`src/hdl/tsd_pkg.sv`:
```
// Shared constants for the torus squared-distance block.
// Field widths, register map codes and register reset values.
// No dependencies.
package tsd_pkg;

   // item field widths
   localparam int INDEX_W = 30;
   localparam int DIST_W  = 20;

   // configuration registers
   localparam int SIDE_REG_W = 11;
   localparam int DIM_REG_W  = 2;
   localparam int CSR_DATA_W = 32;
   localparam int CSR_ADDR_W = 3;

   localparam logic REG_SIDE = 1'b0;
   localparam logic REG_DIMS = 1'b1;

   localparam logic [SIDE_REG_W-1:0] SIDE_RESET = 11'd64;
   localparam logic [DIM_REG_W-1:0]  DIMS_RESET = 2'd3;
   localparam logic [DIM_REG_W-1:0]  DIMS_FLAT  = 2'd2;

   // largest supported lattice side
   localparam int MAX_SIDE_DEF = 1024;

   // restoring-division steps per pipeline stage
   localparam int DIV_STEPS = 4;

endpackage

```
`src/hdl/tsd_div.sv`:
```
// Pipelined restoring divider for two lanes sharing one divisor.
// STEP quotient bits per stage; carries a sideband word alongside.
// Depends on nothing outside this file.
module tsd_div #(
   parameter int QW   = 20,
   parameter int SW   = 11,
   parameter int STEP = 4,
   parameter int DW   = 1
) (
   input  logic                   clock,
   input  logic                   reset,
   input  logic                   in_valid,
   input  logic [SW-1:0]          side,
   input  logic [1:0][SW-1:0]     in_hi,
   input  logic [1:0][QW-1:0]     in_lo,
   input  logic [DW-1:0]          in_data,
   output logic                   out_valid,
   output logic [1:0][QW-1:0]     out_quot,
   output logic [1:0][SW-1:0]     out_rem,
   output logic [DW-1:0]          out_data
);

   localparam int NST = (QW + STEP - 1) / STEP;

   logic                  vld_ff  [NST];
   logic [1:0][SW-1:0]    rem_ff  [NST];
   logic [1:0][QW-1:0]    num_ff  [NST];
   logic [DW-1:0]         data_ff [NST];

   logic [1:0][SW-1:0]    rem_in  [NST];
   logic [1:0][QW-1:0]    num_in  [NST];

   genvar k;
   generate
      for (k = 0; k < NST; k++) begin : g_stage
         logic               vld_s;
         logic [1:0][SW-1:0] rem_s;
         logic [1:0][QW-1:0] num_s;
         logic [DW-1:0]      data_s;

         if (k == 0) begin : g_first
            assign vld_s  = in_valid;
            assign rem_s  = in_hi;
            assign num_s  = in_lo;
            assign data_s = in_data;
         end else begin : g_next
            assign vld_s  = vld_ff[k-1];
            assign rem_s  = rem_ff[k-1];
            assign num_s  = num_ff[k-1];
            assign data_s = data_ff[k-1];
         end

         // shift in one dividend bit per step, subtract when it fits
         always_comb begin
            logic [SW:0] wide;
            logic        fit;
            rem_in[k] = rem_s;
            num_in[k] = num_s;
            for (int ln = 0; ln < 2; ln++) begin
               for (int t = 0; t < STEP; t++) begin
                  if (k * STEP + t < QW) begin
                     wide = {rem_in[k][ln], num_in[k][ln][QW-1]};
                     fit  = (wide >= {1'b0, side});
                     if (fit) begin
                        rem_in[k][ln] = SW'(wide - {1'b0, side});
                     end else begin
                        rem_in[k][ln] = SW'(wide);
                     end
                     num_in[k][ln] = {num_in[k][ln][QW-2:0], fit};
                  end
               end
            end
         end

         always_ff @(posedge clock) begin
            if (reset) begin
               vld_ff[k] <= 1'b0;
            end else begin
               vld_ff[k] <= vld_s;
            end
            rem_ff[k]  <= rem_in[k];
            num_ff[k]  <= num_in[k];
            data_ff[k] <= data_s;
         end
      end
   endgenerate

   assign out_valid = vld_ff[NST-1];
   assign out_quot  = num_ff[NST-1];
   assign out_rem   = rem_ff[NST-1];
   assign out_data  = data_ff[NST-1];

   // valid bit is always known out of reset
   a_valid_known: assert property (@(posedge clock) disable iff (reset)
      !$isunknown(out_valid))
      else $error("tsd_div: unknown valid bit");

   // a valid item leaves with known quotient and remainder
   a_out_known: assert property (@(posedge clock) disable iff (reset)
      out_valid |-> !$isunknown({out_quot, out_rem}))
      else $error("tsd_div: unknown quotient or remainder");

   // first stage valid is the registered input valid
   a_first_stage: assert property (@(posedge clock) disable iff (reset)
      vld_ff[0] == $past(in_valid))
      else $error("tsd_div: first stage valid lost or repeated");

endmodule

```
`src/hdl/torus_squared_distance.sv`:
```
// Top level: minimum-image squared distance on a periodic 2D/3D lattice.
// Depends on tsd_pkg and tsd_div.
//
// Usage
//   Input items: raise start with req_first_node/req_second_node; busy is
//   always low, so an item is taken at every edge where start is high.
//   Results: rsp_strobe is high for one cycle with rsp_squared_distance and
//   rsp_out_of_range. The receiver cannot stall; results are never held.
//   Throughput: one item per cycle. The pipeline is an input register,
//   the two restoring dividers (index / side, then quotient / side),
//   four quotient bits per stage, and the fold, square and sum stages.
//   Configuration: APB writes to side_length (addr 0) and dimensions
//   (addr 4) while no item is in flight; derived lattice size settles
//   via eff_side_ff, plane_ff, count_ff, ahead of any item's range check.
//   Reset: clears the pipeline valid bits and loads side 64, cubic lattice.
module torus_squared_distance #(
   parameter int MAX_SIDE = tsd_pkg::MAX_SIDE_DEF
) (
   input  logic                            clock,
   input  logic                            reset,
   // input item
   input  logic                            start,
   output logic                            busy,
   input  logic [tsd_pkg::INDEX_W-1:0]     req_first_node,
   input  logic [tsd_pkg::INDEX_W-1:0]     req_second_node,
   // result item
   output logic                            rsp_strobe,
   output logic [tsd_pkg::DIST_W-1:0]      rsp_squared_distance,
   output logic                            rsp_out_of_range,
   // configuration
   input  logic                            psel,
   input  logic                            penable,
   input  logic                            pwrite,
   input  logic [tsd_pkg::CSR_ADDR_W-1:0]  paddr,
   input  logic [tsd_pkg::CSR_DATA_W-1:0]  pwdata,
   output logic [tsd_pkg::CSR_DATA_W-1:0]  prdata,
   output logic                            pready
);

   localparam int IW   = tsd_pkg::INDEX_W;
   localparam int CW   = $clog2(MAX_SIDE);
   localparam int SW   = CW + 1;
   localparam int QW   = 2 * CW;
   localparam int CMPW = (3 * SW > IW) ? 3 * SW : IW;
   localparam int SQW  = 2 * CW;
   localparam int SUMW = (SQW + 2 > tsd_pkg::DIST_W) ? SQW + 2 : tsd_pkg::DIST_W;
   localparam int STEP = tsd_pkg::DIV_STEPS;
   localparam int L1   = (QW + STEP - 1) / STEP;
   localparam int L2   = (CW + STEP - 1) / STEP;
   localparam int LAT  = 5 + L1 + L2;
   localparam int MAXD = 3 * (MAX_SIDE / 2) * (MAX_SIDE / 2);

   // minimum-image fold of one axis
   function automatic logic [CW-1:0] axis_fold(input logic [SW-1:0] a,
                                               input logic [SW-1:0] b,
                                               input logic [SW-1:0] s);
      logic [SW-1:0] d;
      d = (a > b) ? (a - b) : (b - a);
      if (d > (s >> 1)) begin
         d = s - d;
      end
      return CW'(d);
   endfunction

   // ---------------- configuration registers ----------------
   logic [tsd_pkg::SIDE_REG_W-1:0] side_ff;
   logic [tsd_pkg::DIM_REG_W-1:0]  dims_ff;
   logic                           csr_wr;
   logic                           csr_idx;

   assign pready  = 1'b1;
   assign csr_wr  = psel && penable && pwrite && pready;
   assign csr_idx = paddr[2];

   always_ff @(posedge clock) begin
      if (reset) begin
         side_ff <= tsd_pkg::SIDE_RESET;
         dims_ff <= tsd_pkg::DIMS_RESET;
      end else if (csr_wr) begin
         case (csr_idx)
            tsd_pkg::REG_SIDE: side_ff <= pwdata[tsd_pkg::SIDE_REG_W-1:0];
            tsd_pkg::REG_DIMS: dims_ff <= pwdata[tsd_pkg::DIM_REG_W-1:0];
            default: ;
         endcase
      end
   end

   always_comb begin
      case (csr_idx)
         tsd_pkg::REG_SIDE: prdata = tsd_pkg::CSR_DATA_W'(side_ff);
         tsd_pkg::REG_DIMS: prdata = tsd_pkg::CSR_DATA_W'(dims_ff);
         default:           prdata = '0;
      endcase
   end

   // clamped side and lattice node count, settled after a write
   logic [SW-1:0]     eff_side_ff, eff_side_in;
   logic [2*SW-1:0]   plane_ff;
   logic [CMPW-1:0]   count_ff, count_in;
   logic [3*SW-1:0]   cube;

   always_comb begin
      if (side_ff < tsd_pkg::SIDE_REG_W'(2)) begin
         eff_side_in = SW'(2);
      end else if (32'(side_ff) > 32'(MAX_SIDE)) begin
         eff_side_in = SW'(MAX_SIDE);
      end else begin
         eff_side_in = SW'(side_ff);
      end
   end

   assign cube     = (3 * SW)'(plane_ff) * (3 * SW)'(eff_side_ff);
   assign count_in = (dims_ff == tsd_pkg::DIMS_FLAT) ? CMPW'(plane_ff) : CMPW'(cube);

   always_ff @(posedge clock) begin
      eff_side_ff <= eff_side_in;
      plane_ff    <= (2 * SW)'(eff_side_ff) * (2 * SW)'(eff_side_ff);
      count_ff    <= count_in;
   end

   // ---------------- stage A: take the item ----------------
   logic          a_vld_ff;
   logic [IW-1:0] a_first_ff, a_second_ff;

   assign busy = 1'b0;

   always_ff @(posedge clock) begin
      if (reset) begin
         a_vld_ff <= 1'b0;
      end else begin
         a_vld_ff <= start && !busy;
      end
      a_first_ff  <= req_first_node;
      a_second_ff <= req_second_node;
   end

   // ---------------- divider 1: index / side ----------------
   logic [1:0][SW-1:0]  d1_hi;
   logic [1:0][QW-1:0]  d1_lo;
   logic                d1_vld;
   logic [1:0][QW-1:0]  d1_quot;
   logic [1:0][SW-1:0]  d1_rem;
   logic [2*IW-1:0]     d1_data;

   assign d1_hi[0] = SW'(a_first_ff[3*CW-1:QW]);
   assign d1_hi[1] = SW'(a_second_ff[3*CW-1:QW]);
   assign d1_lo[0] = a_first_ff[QW-1:0];
   assign d1_lo[1] = a_second_ff[QW-1:0];

   tsd_div #(.QW(QW), .SW(SW), .STEP(STEP), .DW(2 * IW)) u_div_index (
      .clock    (clock),
      .reset    (reset),
      .in_valid (a_vld_ff),
      .side     (eff_side_ff),
      .in_hi    (d1_hi),
      .in_lo    (d1_lo),
      .in_data  ({a_first_ff, a_second_ff}),
      .out_valid(d1_vld),
      .out_quot (d1_quot),
      .out_rem  (d1_rem),
      .out_data (d1_data)
   );

   // ---------------- stage C: range check, x axis ----------------
   logic                c_vld_ff;
   logic [1:0][QW-1:0]  c_quot_ff;
   logic                c_oor_ff, c_oor_in;
   logic [CW-1:0]       c_dx_ff;

   assign c_oor_in = (CMPW'(d1_data[2*IW-1:IW]) >= count_ff) ||
                     (CMPW'(d1_data[IW-1:0]) >= count_ff);

   always_ff @(posedge clock) begin
      if (reset) begin
         c_vld_ff <= 1'b0;
      end else begin
         c_vld_ff <= d1_vld;
      end
      c_quot_ff <= d1_quot;
      c_oor_ff  <= c_oor_in;
      c_dx_ff   <= axis_fold(d1_rem[0], d1_rem[1], eff_side_ff);
   end

   // ---------------- divider 2: plane index / side ----------------
   // in 2D the quotient is below side, so z comes out zero
   logic [1:0][SW-1:0]  d2_hi;
   logic [1:0][CW-1:0]  d2_lo;
   logic                d2_vld;
   logic [1:0][CW-1:0]  d2_quot;
   logic [1:0][SW-1:0]  d2_rem;
   logic [CW:0]         d2_data;

   assign d2_hi[0] = SW'(c_quot_ff[0][QW-1:CW]);
   assign d2_hi[1] = SW'(c_quot_ff[1][QW-1:CW]);
   assign d2_lo[0] = c_quot_ff[0][CW-1:0];
   assign d2_lo[1] = c_quot_ff[1][CW-1:0];

   tsd_div #(.QW(CW), .SW(SW), .STEP(STEP), .DW(CW + 1)) u_div_plane (
      .clock    (clock),
      .reset    (reset),
      .in_valid (c_vld_ff),
      .side     (eff_side_ff),
      .in_hi    (d2_hi),
      .in_lo    (d2_lo),
      .in_data  ({c_oor_ff, c_dx_ff}),
      .out_valid(d2_vld),
      .out_quot (d2_quot),
      .out_rem  (d2_rem),
      .out_data (d2_data)
   );

   // ---------------- stage E: y and z axes ----------------
   logic          e_vld_ff, e_oor_ff;
   logic [CW-1:0] e_dx_ff, e_dy_ff, e_dz_ff;

   always_ff @(posedge clock) begin
      if (reset) begin
         e_vld_ff <= 1'b0;
      end else begin
         e_vld_ff <= d2_vld;
      end
      e_oor_ff <= d2_data[CW];
      e_dx_ff  <= d2_data[CW-1:0];
      e_dy_ff  <= axis_fold(d2_rem[0], d2_rem[1], eff_side_ff);
      e_dz_ff  <= axis_fold(SW'(d2_quot[0]), SW'(d2_quot[1]), eff_side_ff);
   end

   // ---------------- stage F: squares ----------------
   logic           f_vld_ff, f_oor_ff;
   logic [SQW-1:0] f_sx_ff, f_sy_ff, f_sz_ff;

   always_ff @(posedge clock) begin
      if (reset) begin
         f_vld_ff <= 1'b0;
      end else begin
         f_vld_ff <= e_vld_ff;
      end
      f_oor_ff <= e_oor_ff;
      f_sx_ff  <= SQW'(e_dx_ff) * SQW'(e_dx_ff);
      f_sy_ff  <= SQW'(e_dy_ff) * SQW'(e_dy_ff);
      f_sz_ff  <= SQW'(e_dz_ff) * SQW'(e_dz_ff);
   end

   // ---------------- stage G: sum and result register ----------------
   logic                       g_vld_ff;
   logic                       g_oor_ff;
   logic [tsd_pkg::DIST_W-1:0] g_dist_ff, g_dist_in;
   logic [SUMW-1:0]            sum;

   assign sum       = SUMW'(f_sx_ff) + SUMW'(f_sy_ff) + SUMW'(f_sz_ff);
   assign g_dist_in = f_oor_ff ? '0 : sum[tsd_pkg::DIST_W-1:0];

   always_ff @(posedge clock) begin
      if (reset) begin
         g_vld_ff <= 1'b0;
      end else begin
         g_vld_ff <= f_vld_ff;
      end
      g_oor_ff  <= f_oor_ff;
      g_dist_ff <= g_dist_in;
   end

   assign rsp_strobe           = g_vld_ff;
   assign rsp_out_of_range     = g_oor_ff;
   assign rsp_squared_distance = g_dist_ff;

   // ---------------- checks ----------------
   a_result_has_item: assert property (@(posedge clock) disable iff (reset)
      rsp_strobe |-> $past(start, LAT))
      else $error("result without an item taken %0d cycles before", LAT);

   a_oor_zero: assert property (@(posedge clock) disable iff (reset)
      (rsp_strobe && rsp_out_of_range) |-> (rsp_squared_distance == '0))
      else $error("out-of-range item with nonzero distance");

   a_dist_bound: assert property (@(posedge clock) disable iff (reset)
      (rsp_strobe && !rsp_out_of_range) |->
         (32'(rsp_squared_distance) <= 32'(MAXD)))
      else $error("distance above largest minimum-image value");

endmodule

```
`config.mk`:
```
export PLATFORM = sky130hd
export DESIGN_NAME = torus_squared_distance
export DESIGN_NICKNAME = d
export VERILOG_FILES = /design/src/hdl/tsd_pkg.sv /design/src/hdl/tsd_div.sv /design/src/hdl/torus_squared_distance.sv
export SDC_FILE = /design/constraint.sdc
export NUM_CORES = 2
export LEC_CHECK = 0
export BUFFER_PORTS_ARGS = -buffer_cell sky130_fd_sc_hd__buf_4
export CAP_MARGIN = 15
export CORE_AREA = 2 2 538 540
export CTS_CLUSTER_DIAMETER = 120
export DETAILED_ROUTE_END_ITERATION = 10
export DIE_AREA = 0 0 540 542
export HOLD_SLACK_MARGIN = 0.1
export PLACE_DENSITY = 0.44
export REMOVE_ABC_BUFFERS = 1
export SLEW_MARGIN = 20
export SYNTH_ARGS = -nofsm -noshare
export SYNTH_HDL_FRONTEND = slang
export SYNTH_HIERARCHICAL = 1
export SYNTH_SLANG_ARGS = --single-unit
export TNS_END_PERCENT = 20
```
`constraint.sdc`:
```
create_clock -name clock -period 12.9 [get_ports clock]
set_input_delay 1.29 -clock clock [delete_from_list [all_inputs] [get_ports clock]]
set_output_delay 1.29 -clock clock [all_outputs]
set_load 0.005 [all_outputs]
```
After elaboration in Yosys (flattened, before gate mapping) --
Memory sizes are Yosys's and may differ from the RTL's. A register that Yosys moved wholly into a read port is not among the register bits. Index checks and enable logic that the tools add are counted.
Word-level totals: memories 8, RAM bits 777, bits of input ports 101, register bits after elaboration 255, logic and storage cells 272, output and inout port bits 56
Cells by class: reduce and logical (&&, ||, !) cells 6, $lt $le $gt $ge 70, equal/unequal tests 1, $mul 5, add/subtract/negate cells 71, multiplexer cells 80, bitwise logic cells 9
Memories:
- u_div_index.data_ff | words 5, bits a word 60, rd ports 5, clocked after Yosys merged registers in 0, wr ports 5, line tsd_div.sv:28 | logic [DW-1:0] data_ff [NST];
- u_div_index.num_ff | words 5, bits a word 40, rd ports 5, clocked after Yosys merged registers in 1, wr ports 5, line tsd_div.sv:27 | logic [1:0][QW-1:0] num_ff [NST];
- u_div_index.rem_ff | words 5, bits a word 22, rd ports 5, clocked after Yosys merged registers in 0, wr ports 5, line tsd_div.sv:26 | logic [1:0][SW-1:0] rem_ff [NST];
- u_div_plane.rem_ff | words 3, bits a word 22, rd ports 3, clocked after Yosys merged registers in 0, wr ports 3, line tsd_div.sv:26
- u_div_plane.num_ff | words 3, bits a word 20, rd ports 3, clocked after Yosys merged registers in 0, wr ports 3, line tsd_div.sv:27
- u_div_plane.data_ff | words 3, bits a word 11, rd ports 3, clocked after Yosys merged registers in 1, wr ports 3, line tsd_div.sv:28
- +2 memories
Operators by type and width (number):
- $mux W11 | 64
- $sub A11 B11 Y11 | 64
- $ge A12 B11 Y1 | 56
- $ge A30 B33 Y1 | 2
- $pmux W32 S2 | 1
- $mul A10 B10 Y20 | 3
- $ge A11 B11 Y1 | 4
- $add A20 B20 Y20 | 2
- $gt A11 B10 Y1 | 3
- $mul A22 B11 Y33 | 1
- $mux W10 | 3
- $sub A10 B10 Y10 | 3
- $gt A11 B11 Y1 | 2
- $mul A11 B11 Y22 | 1
- $mux W22 | 1
- $sub A10 B10 Y11 | 2
- $gt A11 B11 Y1 const B | 1
- $lt A11 B2 Y1 const B | 1
- $mux W1 | 11
- $gt A10 B10 Y1 | 1
- $or A1 B1 Y1 | 8
- $reduce_and A2 Y1 | 2
- $eq A2 B2 Y1 const B | 1
- $logic_and A1 B1 Y1 | 2
- 3 further kinds | 3

Logic depth before layout (Yosys ltp) --
An unclocked memory read counts as a cell.
word-level depth 9, depth in mapped cells 47, mapped depth without buffers 45

By module --
Netlist, hierarchy kept.
By module, submodules not included:
- tsd_div at u_div_index | times used 1, seq. area each 12311.8 sq um, cells each 4018, area an instance 36966.7 sq um
- torus_squared_distance | times used 1, seq. area each 6085.8 sq um, cells each 3620, area an instance 32880.3 sq um
- tsd_div at u_div_plane | times used 1, seq. area each 3243.1 sq um, cells each 1918, area an instance 15862.7 sq um

Worst setup path after synthesis --
Ideal clock, no wire load.
path type reg-to-reg, start point register eff_side_ff[1], end point memory u_div_index/rem_ff[0][101] in the netlist's numbering, data required time 12777 ps, arrival time 13320 ps, cell stages (with the launch flop) 43, path buffers 5, slack -543 ps, period minus slack after synthesis 13443 ps, library setup time 123 ps, cells stage by stage dfxtp_1 > inv_1 > ha_1 > nand3_1 > nor3_1 > nor3_1 > nand2b_1 > buf_2 > clkbuf_1 > mux2_2 > ha_1 > a21o_1 > a221oi_1 > o21ai_1 > o2111ai_1 > nand2_1 > nor2_1 > buf_2 > [... 7 more ...] > o211ai_1 > a21oi_1 > a2111oi_4 > buf_2 > mux2_2 > fa_1 > nor2b_1 > o21ai_0 > nand2b_1 > and2_1 > o21ai_0 > a21oi_1 > a41oi_1 > o2111a_1 > mux2_2 > inv_2 > buf_4 > mux2_1
RTL lines:
- start, declared | line torus_squared_distance.sv:97 | logic [SW-1:0] eff_side_ff, eff_side_in;
- start signal, assigned | line torus_squared_distance.sv:116 | eff_side_ff <= eff_side_in;
- end, declared | line tsd_div.sv:26

==> metrics.txt <==
min Tclk post-route=11.61 ns; vias in the first global route=67300; Synth Warn #=6; Clock Latency Late Sink=0.83 ns; CP max-delay cell=dfxtp_1; unrepaired setup endpoints after global routing=false; Top Layer Used=met4; via/cell ratio=4.883; worst slew pin tran=1.104 ns; CTS resizes=0; Final Cycle Share=89.99%; routed wire length=239700 µm; Critical Path AT=12.26 ns; #FFs+latches synth=1081; Yosys cell types=125; max_slew headroom=26.06%; Most used DFF post-synth=dfxtp_1; Pins Over Slew Limit=0; worst-path fanout max=20; die area=0.2927 mm²; Antenna Violating Nets Remaining=0; wire per inst=17.71 µm; Port Buffers=110; Iter 0 DRT Violations=3523; grt ovf=0; Sequential Area=0.02166 mm²; CTS tree=done; Worst EP required=13.55 ns; Initial Utilization=29.87%; area taken by multi-input logic gates=0.05876 mm²; most frequent cells in the layout=ha_1, dfxtp_1, inv_1; Metal-1 WL=112400 µm; Die X=540 µm; DR WL met3=8135 µm; max cap viols=0; root buffer cell=clkbuf_16; crit end category=flip-flop; Synth async-reset ratio=0%; layout cells sized above 1=8.489%; Cells after Synth=9556; initial antenna violation count=8; Worst path max stage delay=0.73 ns; worst min path class=reg -> reg; vias post-DR=66110; Layout Nets=11340; Core Rows=197; Final GP Congestion=0.8650; worst setup path category=reg -> reg; H-tree levels=4; DRC viols=0; Layout area overhead=11.19%; post-DP HPWL=189300 µm; Clock Pin Slew Worst Setup and Hold Paths=0.07 ns; largest net degree at the start of global routing=35; WP buf/inv=4; num ports=157; global-route wire length before repair=378500 µm; most common cell after layout, fill and taps aside=ha_1; Startpoint Class=flip-flop; Tot GR Track Use=16.19%; post-synthesis cell area=0.08571 mm²; WL met2=113800 µm; Top delay family on crit path=compound AO/OA/AOI/OAI gates; status=complete, no violations; Num CTS Buffers=144; Die Height=542 µm; DRT Pass-1 Iters=6; # setup viols final=0; Clock Skew=0.09189 ns; hold slack=0.2840 ns; Max Fclk=86.14 MHz; Seq/Total Area, Yosys=25.25%; setup repair bufs after CTS=0; EDFF count, synth=0; Avg Cell Area, Syn=8.969 µm²; Hold Buf Count CTS=0; clk sink count=1081; Core Area=0.2869 mm²; CTS max path bufs=4; Fill cells=29750; final hold violations=0
sequential cells by signal, indices dropped and copies added, names as in the netlist, 11 cells and up:
name	cells
a_first_ff	30
u_div_plane/num_ff	60
u_div_index/num_ff	200
side_ff	11
f_sx_ff	19
count_ff	33
eff_side_ff	11
u_div_index/rem_ff	110
rsp_squared_distance	20
c_quot_ff	40
u_div_index/data_ff	300
f_sz_ff	19
u_div_plane/data_ff	33
a_second_ff	30
f_sy_ff	19
plane_ff	21
u_div_plane/rem_ff	66
worst paths after layout:
check | from | endpoint | slack [ns] | depth (start not counted)
max | eff_side_ff[9]$_SDFF_PP0_ | u_div_plane/rem_ff[0][2]$_DFF_P_ | 1.29 | 35
min | u_div_index/data_ff[0][55]$_DFF_P_ | u_div_index/data_ff[0][115]$_DFF_P_ | 0.28 | 0
max reg2reg | eff_side_ff[9]$_SDFF_PP0_ | u_div_plane/rem_ff[0][2]$_DFF_P_ | 1.29 | 35
min reg2reg | u_div_index/data_ff[0][55]$_DFF_P_ | u_div_index/data_ff[0][115]$_DFF_P_ | 0.28 | 0
kinds of logic (layout without fill, tap and decap cells):
family | after synthesis | count (layout) | synth area share, %
other | 2 | 43 | 0.008762
AOI/OAI and AO/OA | 2064 | 2064 | 15.83
muxes | 366 | 366 | 4.752
adders and majority gates | 1584 | 1584 | 27.18
DFF | 1081 | 1081 | 25.25
xor gates and xnor gates | 553 | 553 | 5.651
and+or+nand+nor | 2583 | 2583 | 14.97
buffers and inverters | 1323 | 1484 | 6.360
per-stage QoR:
step | TNS [ns] | cells | instance area, µm² | setup WS [ns] | utilization [%]
4_1_cts | 0 | 13540 | 95290 | 1.371 | 33.21
6_report | 0 | 13540 | 95300 | 1.291 | 33.21
5_1_grt | 0 | 13540 | 95290 | 0.4224 | 33.21
2_1_floorplan | -67.21 | 9304 | 84290 | -1.200 | -
3_5_place_dp | 0 | 13290 | 90610 | 1.391 | 31.58
3_3_place_gp | 0 | 13290 | 90600 | 1.475 | 31.58
synth_stat cells, drive strengths merged (36+ instances only):
cell type     n  share of area [%]
clkbuf      141               0.62
o21ai       503                2.9
buf         148                1.2
nand2b      119               0.88
nor2        580                2.5
a211oi       48               0.44
or2          47               0.34
xor2        198                2.0
xnor2       355                3.6
o211ai       77               0.68
ha         1121                 16
and2        239                1.8
o221ai       36               0.37
o31ai        51               0.46
or3          51               0.38
o21bai       54               0.47
a31oi        75               0.60
nor2b       213                1.6
nand2       688                3.0
nand3       135               0.80
dfxtp      1081                 25
inv        1027                4.5
nand4       142                1.0
mux2i       123                1.4
a21oi       545                3.2
a21o        196                1.7
o21a        115                1.0
nor3        174                1.0
and3         70               0.51
mux2        243                3.3
a21boi       61               0.53
fa          463                 11
layer usage:
metal / global-route usage [%] / vias to the layer above
met5: 0 / -
met4: 3.929 / 0
met3: 1.837 / 295
met2: 28.03 / 1120
met1: 21.34 / 31440
li1: - / 33260
layout make-up:
cell class / instances / area share, %
sequential: 1081 / 22.73
inverter: 1034 / 4.089
timing repair buffer: 204 / 1.646
antenna: 4 / 0.01050
multi-input combinational: 7189 / 61.66
tap: 3781 / 4.964
clock buffer: 184 / 4.270
clock inverter: 62 / 0.6355
Power is not shown: default switching activity piles up to over one toggle a cycle in this logic, so the estimate is an artifact.
